## src/hdl/jdpl_pkg.sv

```systemverilog
// ----------------------------------------------------------------------------
// jdpl_pkg
// Shared constants, result kinds and the exp2 step coefficients used by the
// joystick null zone / power curve / limit pipeline.
// ----------------------------------------------------------------------------
package jdpl_pkg;

    // Default sample width (Q1.15 at 16 bits)
    localparam int SAMPLE_BITS_DEF = 16;
    // Exponent register width, unsigned Q3.8
    localparam int EXP_BITS = 11;
    // Exponent code for a linear curve (1.0 in Q3.8)
    localparam logic [EXP_BITS-1:0] EXP_UNITY = 11'd256;
    // Fraction bits of the log2 result and of the exponent split
    localparam int LOG_BITS = 24;
    // Fraction bits of the normalized mantissa and exp accumulator (Q1.30)
    localparam int ACC_FRAC = 30;
    localparam int ACC_W    = ACC_FRAC + 1;
    // Configuration register indexes
    localparam logic [1:0] CFG_NULL_ZONE = 2'd0;
    localparam logic [1:0] CFG_LIMIT     = 2'd1;
    localparam logic [1:0] CFG_EXPONENT  = 2'd2;

    // How the final magnitude is formed
    typedef enum logic [1:0] {
        KIND_ZERO = 2'd0,   // below null zone or zero remainder
        KIND_ONE  = 2'd1,   // exponent zero or full-scale remainder
        KIND_LIN  = 2'd2,   // linear curve, remainder passes through
        KIND_POW  = 2'd3    // log / scale / exp path
    } kind_t;

    // 2^(2^-k) in Q1.30, for exp2 step k
    function automatic logic [ACC_W-1:0] exp_coef(int k);
        logic [63:0] a;
        logic [63:0] c;
        begin
            a = 64'd744261118 >> k;   // ln2 * 2^30 / 2^k
            c = 64'd1073741824 + a + ((a * a) >> 31);
            case (k)
                1:       c = 64'd1518500250;
                2:       c = 64'd1276901418;
                3:       c = 64'd1170923762;
                4:       c = 64'd1121280437;
                5:       c = 64'd1097253708;
                6:       c = 64'd1085434107;
                7:       c = 64'd1079572136;
                8:       c = 64'd1076653033;
                default: c = c;
            endcase
            exp_coef = c[ACC_W-1:0];
        end
    endfunction

endpackage

```

## src/hdl/jdpl_log_stage.sv

```systemverilog
// ----------------------------------------------------------------------------
// jdpl_log_stage
// One bit of the log2 fraction by squaring the normalized mantissa.
// ----------------------------------------------------------------------------
module jdpl_log_stage #(
    parameter int K  = 1,
    parameter int IW = 4
) (
    input  logic                              clk,
    input  logic                              ce,
    input  logic [jdpl_pkg::ACC_W-1:0]        x_in,
    input  logic [jdpl_pkg::LOG_BITS-1:0]     frac_in,
    input  logic [IW-1:0]                     ilog_in,
    output logic [jdpl_pkg::ACC_W-1:0]        x_out,
    output logic [jdpl_pkg::LOG_BITS-1:0]     frac_out,
    output logic [IW-1:0]                     ilog_out
);
    import jdpl_pkg::*;

    logic [2*ACC_W-1:0]  sq;
    logic [ACC_W-1:0]    x_next;
    logic [LOG_BITS-1:0] frac_next;

    // Square, renormalize into [1,2) and record the bit
    always_comb
    begin
        sq        = x_in * x_in;
        frac_next = frac_in;
        frac_next[LOG_BITS-K] = sq[2*ACC_W-1];
        if (sq[2*ACC_W-1])
            x_next = sq[2*ACC_W-1:ACC_FRAC+1];
        else
            x_next = sq[2*ACC_W-2:ACC_FRAC];
    end

    always_ff @(posedge clk)
    begin
        if (ce)
        begin
            x_out    <= x_next;
            frac_out <= frac_next;
            ilog_out <= ilog_in;
        end
    end

endmodule

```

## config.mk

```make
export PLATFORM = sky130hd
export DESIGN_NAME = jdpl_log_stage
export DESIGN_NICKNAME = d
export VERILOG_FILES = /design/src/hdl/jdpl_pkg.sv /design/src/hdl/jdpl_log_stage.sv
export SDC_FILE = /design/constraint.sdc
export NUM_CORES = 2
export LEC_CHECK = 0
export BUFFER_PORTS_ARGS = -buffer_cell sky130_fd_sc_hd__buf_2
export CAP_MARGIN = 10
export CORE_AREA = 2 2 297 299
export CTS_CLUSTER_DIAMETER = 150
export CTS_CLUSTER_SIZE = 16
export DETAILED_ROUTE_END_ITERATION = 10
export DIE_AREA = 0 0 299 301
export REMOVE_ABC_BUFFERS = 1
export SYNTH_ARGS = -nofsm -noshare
export SYNTH_HDL_FRONTEND = slang
export SYNTH_SLANG_ARGS = --single-unit
```

## constraint.sdc

```tcl
create_clock -name clk -period 7.56 [get_ports clk]
set_input_delay 0.756 -clock clk [delete_from_list [all_inputs] [get_ports clk]]
set_output_delay 0.756 -clock clk [all_outputs]
set_load 0.02 [all_outputs]
```

==> results.sh <==
export IMPL_outcome="finished, violations left"
export IMPL_violations="setup timing"
export IMPL_async_reset_ff_share_pct=0
export IMPL_antenna_cells=0
export IMPL_synth_top_family_by_area="adder cells"
export IMPL_syn_cell_area_sq_um=29400
export IMPL_critPathLaunchType="input pin"
export IMPL_synth_compound_area_share_pct=4.59
export IMPL_cp_slowest_cell="fa_2"
export IMPL_dieArea_sq_um=90000
export IMPL_min_period_ns=7.61
export IMPL_tightest_slew_ns=0.863
export IMPL_grt_max_degree=60
export IMPL_yosys_area_share_simple_pct=10.3
export IMPL_start_util_pct=34.0
export IMPL_grt_pass1_wl_microns=130000
export IMPL_seq_area_frac_synth_pct=6.03
export IMPL_layout_commonest_cell="inv_1"
export IMPL_synthMuxAreaShare_pct=1.53
export IMPL_setup_viol=14
export IMPL_critPathKind="input pin to flop"
export IMPL_synth_area_leader_cell="fa_1"
export IMPL_yosys_cell_types_count=65
export IMPL_setup_slack_ns=-0.0498
export IMPL_synth_main_ff_cell="edfxtp_1"
export IMPL_io_buffers=118
export IMPL_layout_common_cells="878 x inv_1, 707 x fa_1, 498 x buf_4"
export IMPL_dpl_hpwl_microns=70900
export IMPL_cts_max_level=3
export IMPL_cts_inserted_buffers=9
export IMPL_synthCells=3015
export IMPL_io_pins=120
export IMPL_via_per_inst=4.56
export IMPL_dr_pass1_iters=7
export IMPL_max_cap_violations=0
export IMPL_dp_cells=4694
export IMPL_clock_root_buffer="clkbuf_16"
export IMPL_cp_max_fo=9
export IMPL_grt_overflow=0
export IMPL_critPathMaxStageDelay_ns=0.56
export IMPL_hold_violations=0
export IMPL_grt_setup_unrepaired="true"
export IMPL_cpMostUsedCell="fa_1"
export IMPL_setup_tns_ns=-0.410
export IMPL_routed_wl_microns=83500
export IMPL_routedWlPerCell_microns=17.5
export IMPL_cts_sinks=59
export IMPL_slew_viol_final=0
export IMPL_syn_avg_cell_area_sq_um=9.74
export IMPL_synth_top_area_share_pct=50.9
export IMPL_clk_pin_slew_ns=0.07
export IMPL_ys_ff_latch=59
export IMPL_cts_path_max_buffers=2
export IMPL_max_slew_margin_pct=42.5
export IMPL_cts_tree="done"
export IMPL_hp_class="input pin to flop"
export IMPL_fin_crit_sh_pct=101
export IMPL_synth_edff_count=59
export IMPL_end_kind="flop"
export IMPL_syn_to_final_growth_pct=28.0
export IMPL_max_freq_mhz=131
export IMPL_required_ns=7.64
export IMPL_drtIter0Drc=1234
export IMPL_drc=0
export IMPL_routabilityCongestion=0.896
export IMPL_antenna_left=0
export IMPL_grt_pass1_vias=23900
export IMPL_num_vias=21700
export IMPL_synth_fa_ha_area_share_pct=62.4
export IMPL_postCtsHoldBufs=0
export IMPL_grt_use_total_pct=18.7
export IMPL_fin_nets=4682
export IMPL_layout_drive_gt1_share_pct=27.2
export IMPL_hold_ws_ns=0.569
export IMPL_core_area_sq_um=86500
export IMPL_worstPathArrival_ns=7.69
export IMPL_die_w_microns=299
export IMPL_antenna_found_initial=2
export IMPL_n_fill_cell=8342
export IMPL_ys_warn_count=0
export IMPL_synth_xor_area_share_pct=1.88
export IMPL_final_core_util_pct=43.5
export IMPL_final_cells=4765
export IMPL_rows=108
export IMPL_die_height_microns=301
export IMPL_ys_top_cells_by_area="fa_1 51%, inv_1 12%, ha_1 11%"
## area by class of cell
type                    count  area [sq um]  share of cell area, %
flip-flops and latches     59          1770                   4.71
clock inverters             7          81.3                  0.216
clock buffers               9           225                  0.599
repair buffers            691          5830                   15.5
multi-input cells        1932         24800                   66.0
well taps                1155          1450                   3.84
inverters                 912          3430                   9.12
## layer usage
| layer | up-vias | wire length [microns] | track usage [%] |
|---|---|---|---|
| met3 | 113 | 4130 | 2.06 |
| met5 | - | 0 | 0 |
| met1 | 11100 | 35800 | 24.9 |
| li1 | 9982 | - | - |
| met4 | 0 | 2030 | 4.51 |
| met2 | 544 | 41500 | 32.6 |
## logic make-up (layout without fill, tap and decap cells)
logic type      Yosys count  count (layout)
fa+ha+maj              1016            1016
mux                      33              33
buf+inv                1024            1619
xor+xnor                 61              61
simple gates            619             619
flops                    59              59
compound gates          203             203
## worst max-delay path, delay by kind of cell
family	cells	cell delay, ns
adder cells (fa/ha/maj)	9	4.44
buffers and inverters	8	0.97
AO/OA/AOI/OAI	2	0.34
XOR/XNOR	1	0.15
multiplexers	1	0.34
AND/OR/NAND/NOR	5	0.66
## registers in the layout (all words and copies together), names as in the netlist
signal	flops
x_out	31
frac_out	24
ilog_out	4
## cells in the mapped netlist, types with 8 or more instances
| library cell | number |
|---|---|
| nor2b_1 | 11 |
| a21oi_1 | 66 |
| nor2_1 | 54 |
| ha_1 | 269 |
| and2_1 | 192 |
| edfxtp_1 | 59 |
| mux2_4 | 23 |
| nand2_1 | 292 |
| and3_1 | 8 |
| fa_1 | 747 |
| a21o_1 | 26 |
| inv_1 | 911 |
| nand4_1 | 15 |
| xnor2_1 | 32 |
| xor2_1 | 28 |
| clkbuf_1 | 98 |
| o21ai_0 | 44 |
| nand3_1 | 13 |
| a31oi_1 | 13 |
## final timing paths
check	from	endpoint	slack [ns]	cells past startpoint
setup / recovery	x_in[24]	x_out[8]	-0.05	26
hold / removal	ilog_in[1]	ilog_out[1]	0.57	1
## what timing repair did
action | in CTS | in global routing
gates cloned | 1 | 8
buffers inserted | 24 | 27
gates resized for setup | 198 | 221
endpoints found under the setup margin | 32 | 32
pin swaps | 76 | 113
## stage by stage
stage	setup WS, ns	instance area (sq um)
6_report	-0.0498	37600
5_1_grt	-0.235	37600
4_1_cts	-0.0888	36500
3_5_place_dp	-0.781	35100
3_3_place_gp	-0.835	35100
2_1_floorplan	-0.418	28900
Power is not shown: default switching activity piles up to over one toggle a cycle in this logic, so the estimate is an artifact.
