**src/hdl/jdpl_pkg.sv**
```systemverilog
// ----------------------------------------------------------------------------
// jdpl_pkg
// Shared constants, result kinds and the exp2 step coefficients used by the
// joystick null zone / power curve / limit pipeline.
// ----------------------------------------------------------------------------
package jdpl_pkg;

    // Default sample width (Q1.15 at 16 bits)
    localparam int SAMPLE_BITS_DEF = 16;
    // Exponent register width, unsigned Q3.8
    localparam int EXP_BITS = 11;
    // Exponent code for a linear curve (1.0 in Q3.8)
    localparam logic [EXP_BITS-1:0] EXP_UNITY = 11'd256;
    // Fraction bits of the log2 result and of the exponent split
    localparam int LOG_BITS = 24;
    // Fraction bits of the normalized mantissa and exp accumulator (Q1.30)
    localparam int ACC_FRAC = 30;
    localparam int ACC_W    = ACC_FRAC + 1;
    // Configuration register indexes
    localparam logic [1:0] CFG_NULL_ZONE = 2'd0;
    localparam logic [1:0] CFG_LIMIT     = 2'd1;
    localparam logic [1:0] CFG_EXPONENT  = 2'd2;

    // How the final magnitude is formed
    typedef enum logic [1:0] {
        KIND_ZERO = 2'd0,   // below null zone or zero remainder
        KIND_ONE  = 2'd1,   // exponent zero or full-scale remainder
        KIND_LIN  = 2'd2,   // linear curve, remainder passes through
        KIND_POW  = 2'd3    // log / scale / exp path
    } kind_t;

    // 2^(2^-k) in Q1.30, for exp2 step k
    function automatic logic [ACC_W-1:0] exp_coef(int k);
        logic [63:0] a;
        logic [63:0] c;
        begin
            a = 64'd744261118 >> k;   // ln2 * 2^30 / 2^k
            c = 64'd1073741824 + a + ((a * a) >> 31);
            case (k)
                1:       c = 64'd1518500250;
                2:       c = 64'd1276901418;
                3:       c = 64'd1170923762;
                4:       c = 64'd1121280437;
                5:       c = 64'd1097253708;
                6:       c = 64'd1085434107;
                7:       c = 64'd1079572136;
                8:       c = 64'd1076653033;
                default: c = c;
            endcase
            exp_coef = c[ACC_W-1:0];
        end
    endfunction

endpackage

```
**src/hdl/jdpl_exp_stage.sv**
```systemverilog
// ----------------------------------------------------------------------------
// jdpl_exp_stage
// One step of exp2 of a fraction: multiply by 2^(2^-K) where that bit is set.
// ----------------------------------------------------------------------------
module jdpl_exp_stage #(
    parameter int K   = 1,
    parameter int SHW = 8
) (
    input  logic                              clk,
    input  logic                              ce,
    input  logic [jdpl_pkg::ACC_W-1:0]        acc_in,
    input  logic [jdpl_pkg::LOG_BITS-1:0]     u_in,
    input  logic [SHW-1:0]                    sh_in,
    output logic [jdpl_pkg::ACC_W-1:0]        acc_out,
    output logic [jdpl_pkg::LOG_BITS-1:0]     u_out,
    output logic [SHW-1:0]                    sh_out
);
    import jdpl_pkg::*;

    localparam logic [ACC_W-1:0] COEF = exp_coef(K);

    logic [2*ACC_W-1:0] prod;
    logic [ACC_W-1:0]   acc_next;

    // Scale the accumulator by this step's constant when its fraction bit is set
    always_comb
    begin
        prod = acc_in * COEF;
        if (u_in[LOG_BITS-K])
            acc_next = prod[ACC_FRAC+ACC_W-1:ACC_FRAC];
        else
            acc_next = acc_in;
    end

    always_ff @(posedge clk)
    begin
        if (ce)
        begin
            acc_out <= acc_next;
            u_out   <= u_in;
            sh_out  <= sh_in;
        end
    end

endmodule

```
**config.mk**
```make
export PLATFORM = sky130hd
export DESIGN_NAME = jdpl_exp_stage
export DESIGN_NICKNAME = d
export VERILOG_FILES = /design/src/hdl/jdpl_pkg.sv /design/src/hdl/jdpl_exp_stage.sv
export SDC_FILE = /design/constraint.sdc
export NUM_CORES = 1
export LEC_CHECK = 0
export ABC_AREA = 1
export BUFFER_PORTS_ARGS = -buffer_cell sky130_fd_sc_hd__buf_4
export CELL_PAD_IN_SITES_DETAIL_PLACEMENT = 1
export CELL_PAD_IN_SITES_GLOBAL_PLACEMENT = 2
export CORE_ASPECT_RATIO = 1.1
export CORE_MARGIN = 2
export CORE_UTILIZATION = 30
export DETAILED_ROUTE_END_ITERATION = 8
export GPL_TIMING_DRIVEN = 0
export PLACE_DENSITY = 0.67
export SKIP_LAST_GASP = 1
export SLEW_MARGIN = 20
export SYNTH_ARGS = -nofsm -noshare
export SYNTH_HDL_FRONTEND = slang
export SYNTH_SLANG_ARGS = --single-unit
```
**constraint.sdc**
```tcl
create_clock -name clk -period 8.6 [get_ports clk]
set_input_delay 0.43 -clock clk [delete_from_list [all_inputs] [get_ports clk]]
set_output_delay 0.43 -clock clk [all_outputs]
set_load 0.03 [all_outputs]
```
==> impl_metrics.csv, run 1 <==
group,metric,value,unit
timing,period_share,0.7987,
critical_path,critPathMaxStageDelay,0.57,ns
placed_design,io_buffer_count,127,
global_routing,global_route.overflow_total,0,
clock_network,cts.sinks,63,
timing,setup-tns-final,0,ns
clock_network,tritoncts,"done",
critical_path,worstPathRequired,8.70,ns
synthesis,ys_types,31,
critical_path,critPathKind,"in -> reg",
cells_and_area,layout.nets,3249,
placed_design,place.gp.congestion,0.9015,
critical_path,critPathMaxFanout,8,
drt,vias,15430,
clock_network,path_clk_slew,0.06,ns
floorplan,die_width,248.4,um
synthesis,synth_ff_type,"edfxtp_1",
synthesis,dominant_combinational_cell_family_by_area_after_synthesis,"adder cells",
synthesis,yosysTopAreaCell,"fa_1",
critical_path,critPathArrivalTime,6.97,ns
synthesis,share_of_the_synthesized_area_in_compound_gates_ao_oa_aoi_oai,0.03124,
floorplan,die_y,272.8,um
clock_network,post_cts_resize_count,0,
global_routing,antenna_found_initial,0,
worst_hold_path,worst_hold_startpoint,"u_in[13]",
synthesis,yosys-mux-area-fraction,0,
drt,tritonroute_pass_1_iters,7,
synthesis,ys_warn_count,0,
drt,drt_drc_violations_left,0,
synthesis,syn-num-nets,3111,
worst_hold_path,timing.hold.worst_endpoint,"u_out[13]",
synthesis,syn_area,19710,um2
timing,timing_hold_violations_final,0,
synthesis,netlist.area_leader.share,0.3271,
drt,routed_wl,72.80,mm
global_routing,grt_start_max_net_pins,64,
clock_network,cts-root-to-sink-buffers,2,
floorplan,core_area,64990,um2
run,maxCapViolations,0,
critical_path,critical-path-slowest-cell,"fa_1",
critical_path,critical_path.n_buffers_inverters,7,
synthesis,synth_area_leaders,"fa_1 33%, ha_1 24%, inv_1 13%",
drt,wire_per_inst,21.81,um
clock_network,post_cts.repair.setup_buffers,0,
critical_path,critical_path_endpoint_category,"flop",
synthesis,synth_edf_count,63,
cells_and_area,drive_gt1_frac,0.06836,
synthesis,synth_simple_gate_area_share,0.1507,
critical_path,timing.critical_path.max_delay_family,"adder cells",
clock_network,holdBufCountCts,0,
synthesis,yosys-top-cells-count,"679 x inv_1, 516 x nand2_1, 380 x ha_1",
synthesis,synth.yosys.seq_area_share,0.09601,
timing,max_freq,145.6,MHz
floorplan,num_io_pins,128,
timing,maxSlewHeadroom,0.3754,
global_routing,grt_util_all_layers,0.2201,
critical_path,worstSetupStartpointType,"input pin",
synthesis,async_flop_share,0,
drt,detail_route.iter0.violations,489,
synthesis,syn_area_per_cell,8.407,um2
clock_network,tritoncts_buffers,9,
timing,period_minus_slack,6.869,ns
synthesis,synth_cells,2344,
drt,viasPerCell,4.623,
clock_network,clock-root-buffer,"clkbuf_16",
status,outcome,"completed",
synthesis,postSynthRegisterBits,63,
global_routing,grt_pass1_vias,17450,
floorplan,initial_utilization,0.3032,
clock_network,cts_max_level,3,
cells_and_area,antennaDiodeCount,0,
timing,final-setup-viol-count,0,
synthesis,synth_fa_ha_area_frac,0.5684,
timing,final-max-slew-violation-count,0,
worst_hold_path,worstHoldPathType,"in -> reg",
drt,antenna_nets_post_route,0,
timing,transition_time_of_the_tightest_slew_check_pin,0.9370,ns
critical_path,cp_common_cell,"fa_1",
worst_hold_path,min_path_cells,1,
timing,grt_setup_unrepaired,"no",
cells_and_area,fillers,7778,
cells_and_area,layout-area-overhead-vs-synth,11.78,%
global_routing,global_route_wire_length_before_repair,108.4,mm
placed_design,hpwl,65.82,mm
synthesis,synth_xor_xnor_area_share,0.02045,
floorplan,rows,98,
floorplan,floorplan.die_area,67750,um2
synthesis,synth_most_common_cell,"inv_1",
==> cells by family (layout without fill, tap and decap cells) <==
| family | after synthesis | after routing |
|---|---|---|
| AOI/OAI and AO/OA | 110 | 110 |
| xor gates and xnor gates | 46 | 46 |
| adders and majority gates | 702 | 702 |
| buffers and inverters | 699 | 842 |
| DFF | 63 | 63 |
| and+or+nand+nor | 724 | 724 |
==> metal layers <==
layer	vias up	share of wire	global-route usage
li1	7345	-	-
met1	7732	0.44	0.2786
met2	275	0.49	0.3928
met3	76	0.026	0.01679
met4	0	0.039	0.07425
met5	-	0	0
==> layout by cell type (no fill, tap or decap) <==
master and count:
or2_2 1, edfxtp_1 63, nand2_2 1, o21ai_1 7, nand3b_1 6, a21o_1 12, clkinv_1 2, or2_1 1
nor2_1 77, nand4_1 14, nand2_1 516, clkinv_4 2, nand3_2 1, nor3_4 1, and3_1 2, nor4_1 1
clkbuf_16 9, nand3_1 84, o21ai_0 18, inv_1 679, buf_1 2, o211ai_1 1, o21bai_1 13, fa_1 322
clkbuf_1 4, inv_2 12, a21oi_1 59, clkinvlp_4 2, nor3_1 8, buf_4 127, nor3_2 5, nor2_2 6
ha_1 380, bufinv_16 1, inv_6 2, xor2_1 32, xnor2_1 14
==> how the worst max path moves through the flow <==
stage | depth (start not counted) | start | slack, ns | end
3_5_place_dp | 25 | acc_in[20] | 1.41 | acc_out[27]
3_3_place_gp | 25 | acc_in[20] | 1.44 | acc_out[27]
5_1_grt | 25 | acc_in[19] | 1.54 | acc_out[13]
4_1_cts | 25 | acc_in[20] | 1.78 | acc_out[27]
2_1_floorplan | 25 | acc_in[20] | 2.62 | acc_out[23]
6_report | 25 | acc_in[20] | 1.73 | acc_out[27]
==> cell type report <==
cell class | count | area, um2 | share of cell area
flip-flops and latches | 63 | 1892 | 0.08588
clock inverters | 7 | 80.08 | 0.003635
repair buffers | 127 | 953.4 | 0.04328
plain buffers | 6 | 22.52 | 0.001022
clock buffers | 9 | 225.2 | 0.01022
inverters | 693 | 2601 | 0.1181
well taps | 850 | 1064 | 0.04828
multi-input cells | 1582 | 15190 | 0.6896
==> sequential cells by signal, indices dropped and copies added, names as in the netlist <==
signal,flops
acc_out,31
u_out,24
sh_out,8
==> metrics by stage <==
step / instances / setup slack (ns) / utilization / area, um2 / hold WS [ns]
floorplan: 2344 / 2.621 / - / 19710 / 0.5289
global placement: 3321 / 1.442 / 0.3343 / 21720 / 0.6087
detailed placement: 3321 / 1.405 / 0.3343 / 21720 / 0.6093
CTS: 3337 / 1.777 / 0.3389 / 22030 / 0.2326
global route: 3337 / 1.539 / 0.3389 / 22030 / 0.2379
finish: 3337 / 1.731 / 0.3389 / 22030 / 0.2553
Power of run 1 is left out: the tool's default activity adds up to more than one toggle a clock period on the data nets, which glitch-free logic cannot reach.
==> run 2: changes to the inputs <==
PLACE_DENSITY = 0.7   (was 0.67)
clock period = 5.8 ns   (was 8.6 ns; I/O delays follow)
==> impl_metrics.csv, run 2 (synthesis gave the netlist of run 1 again) <==
group,metric,value,unit
cells_and_area,fillers,7475,
placed_design,place.gp.congestion,0.9591,
floorplan,core_area,64990,um2
timing,max_freq,169.6,MHz
cells_and_area,antennaDiodeCount,0,
drt,top_layer_used,"met4",
timing,grt_setup_unrepaired,"yes",
timing,maxSlewHeadroom,0.3295,
placed_design,io_buffer_count,127,
cells_and_area,multiInputGateArea,17740,um2
worst_hold_path,worst_hold_startpoint,"u_in[15]",
timing,final-max-slew-violation-count,0,
cells_and_area,finish.utilization,0.3943,
floorplan,initial_utilization,0.3032,
cells_and_area,max_ffs_per_register,31,
critical_path,timing.critical_path.max_delay_family,"adder cells",
floorplan,num_io_pins,128,
cells_and_area,final_common_cell,"inv_1",
drt,met3WireLength,2.036,mm
clock_network,tritoncts,"done",
timing,final-setup-viol-count,17,
worst_hold_path,worstHoldPathType,"in -> reg",
cells_and_area,layout.nets,3327,
cells_and_area,regArea,1892,um2
drt,routed_wl,75.41,mm
clock_network,cts_max_level,3,
critical_path,critical_path.n_buffers_inverters,10,
global_routing,grt_pass1_vias,18140,
placed_design,hpwl,65.68,mm
clock_network,cts-root-to-sink-buffers,2,
global_routing,grt_start_max_net_pins,64,
critical_path,cp_common_cell,"fa_1",
status,violations,"negative setup slack",
critical_path,critPathMaxStageDelay,0.53,ns
drt,wire_per_inst,22.09,um
drt,wl_met1,32.51,mm
critical_path,worstPathRequired,5.87,ns
critical_path,crit_cells,26,
clock_network,path_clk_slew,0.05,ns
critical_path,critPathArrivalTime,5.96,ns
drt,met2RoutedLength,38.62,mm
timing,transition_time_of_the_tightest_slew_check_pin,1.006,ns
global_routing,global_route.overflow_total,0,
status,outcome,"finished with violations",
critical_path,critical_path_endpoint_category,"flop",
timing,period_share,1.016,
timing,layout_setup_ws,-0.09547,ns
clock_network,tritoncts_buffers,9,
floorplan,rows,98,
global_routing,antenna_found_initial,0,
cells_and_area,regMostFlops,"acc_out",
drt,vias,15970,
floorplan,die_y,272.8,um
cells_and_area,layout.cells.most_common_list,"634 x inv_1, 374 x nand2_1, 303 x fa_1, 286 x ha_1, 165 x buf_4",
floorplan,die_width,248.4,um
global_routing,grt_util_all_layers,0.2231,
timing,period_minus_slack,5.895,ns
drt,tritonroute_pass_1_iters,5,
timing,timing_hold_violations_final,0,
floorplan,floorplan.die_area,67750,um2
cells_and_area,layout-area-overhead-vs-synth,30.05,%
critical_path,worstSetupStartpointType,"input pin",
cells_and_area,largest_registers,"acc_out (31), u_out (24), sh_out (8)",
clock_network,clock-root-buffer,"clkbuf_16",
worst_hold_path,min_path_cells,1,
cells_and_area,drive_gt1_frac,0.2617,
clock_network,holdBufCountCts,0,
drt,detail_route.iter0.violations,682,
critical_path,critPathMaxFanout,5,
run,maxCapViolations,0,
drt,antenna_nets_post_route,0,
drt,viasPerCell,4.678,
global_routing,global_route_wire_length_before_repair,110.8,mm
placed_design,detailedPlace.worstSlack,-1.227,ns
drt,drt_drc_violations_left,0,
critical_path,critPathKind,"in -> reg",
clock_network,cts.sinks,63,
critical_path,critical_path.startpoint,"acc_in[24]",
timing,final_hold_slack,0.1277,ns
critical_path,critical-path-slowest-cell,"fa_1",
timing,setup-tns-final,-0.6457,ns
run 2: cell count changes in the layout (fill, tap and decap cells not counted), sizes merged:
cell,previous run,this run
bufinv,1,2
clkinv,4,5
buf,129,207
inv,693,690
run 2: layer usage:
metal,track usage,up-vias
li1,-,7502
met1,0.2772,8114
met3,0.01650,66
met5,0,-
met4,0.05733,0
met2,0.4130,288
run 2: what timing repair did:
item,CTS,global route
setup endpoints to repair,31,31
buffers inserted,26,53
pin swaps,75,198
gates cloned,0,0
resized for setup,327,340
run 2: stage by stage:
stage	cells	cell area, um2
4_1_cts	3362	23750
3_5_place_dp	3321	21750
3_3_place_gp	3321	21750
6_report	3414	25630
5_1_grt	3414	25630
2_1_floorplan	2344	19740
run 2: path summary, 6_finish.rpt:
path / to
setup / recovery: acc_out[3]
hold / removal: u_out[15]
run 2: final cells by class:
class	count	share of cell area
plain buffers	6	0.0008789
clock inverters	6	0.003369
well taps	850	0.04150
inverters	693	0.1021
flip-flops and latches	63	0.07382
repair buffers	205	0.07710
clock buffers	9	0.008789
multi-input cells	1582	0.6924
Power of run 2 is left out for the same reason.
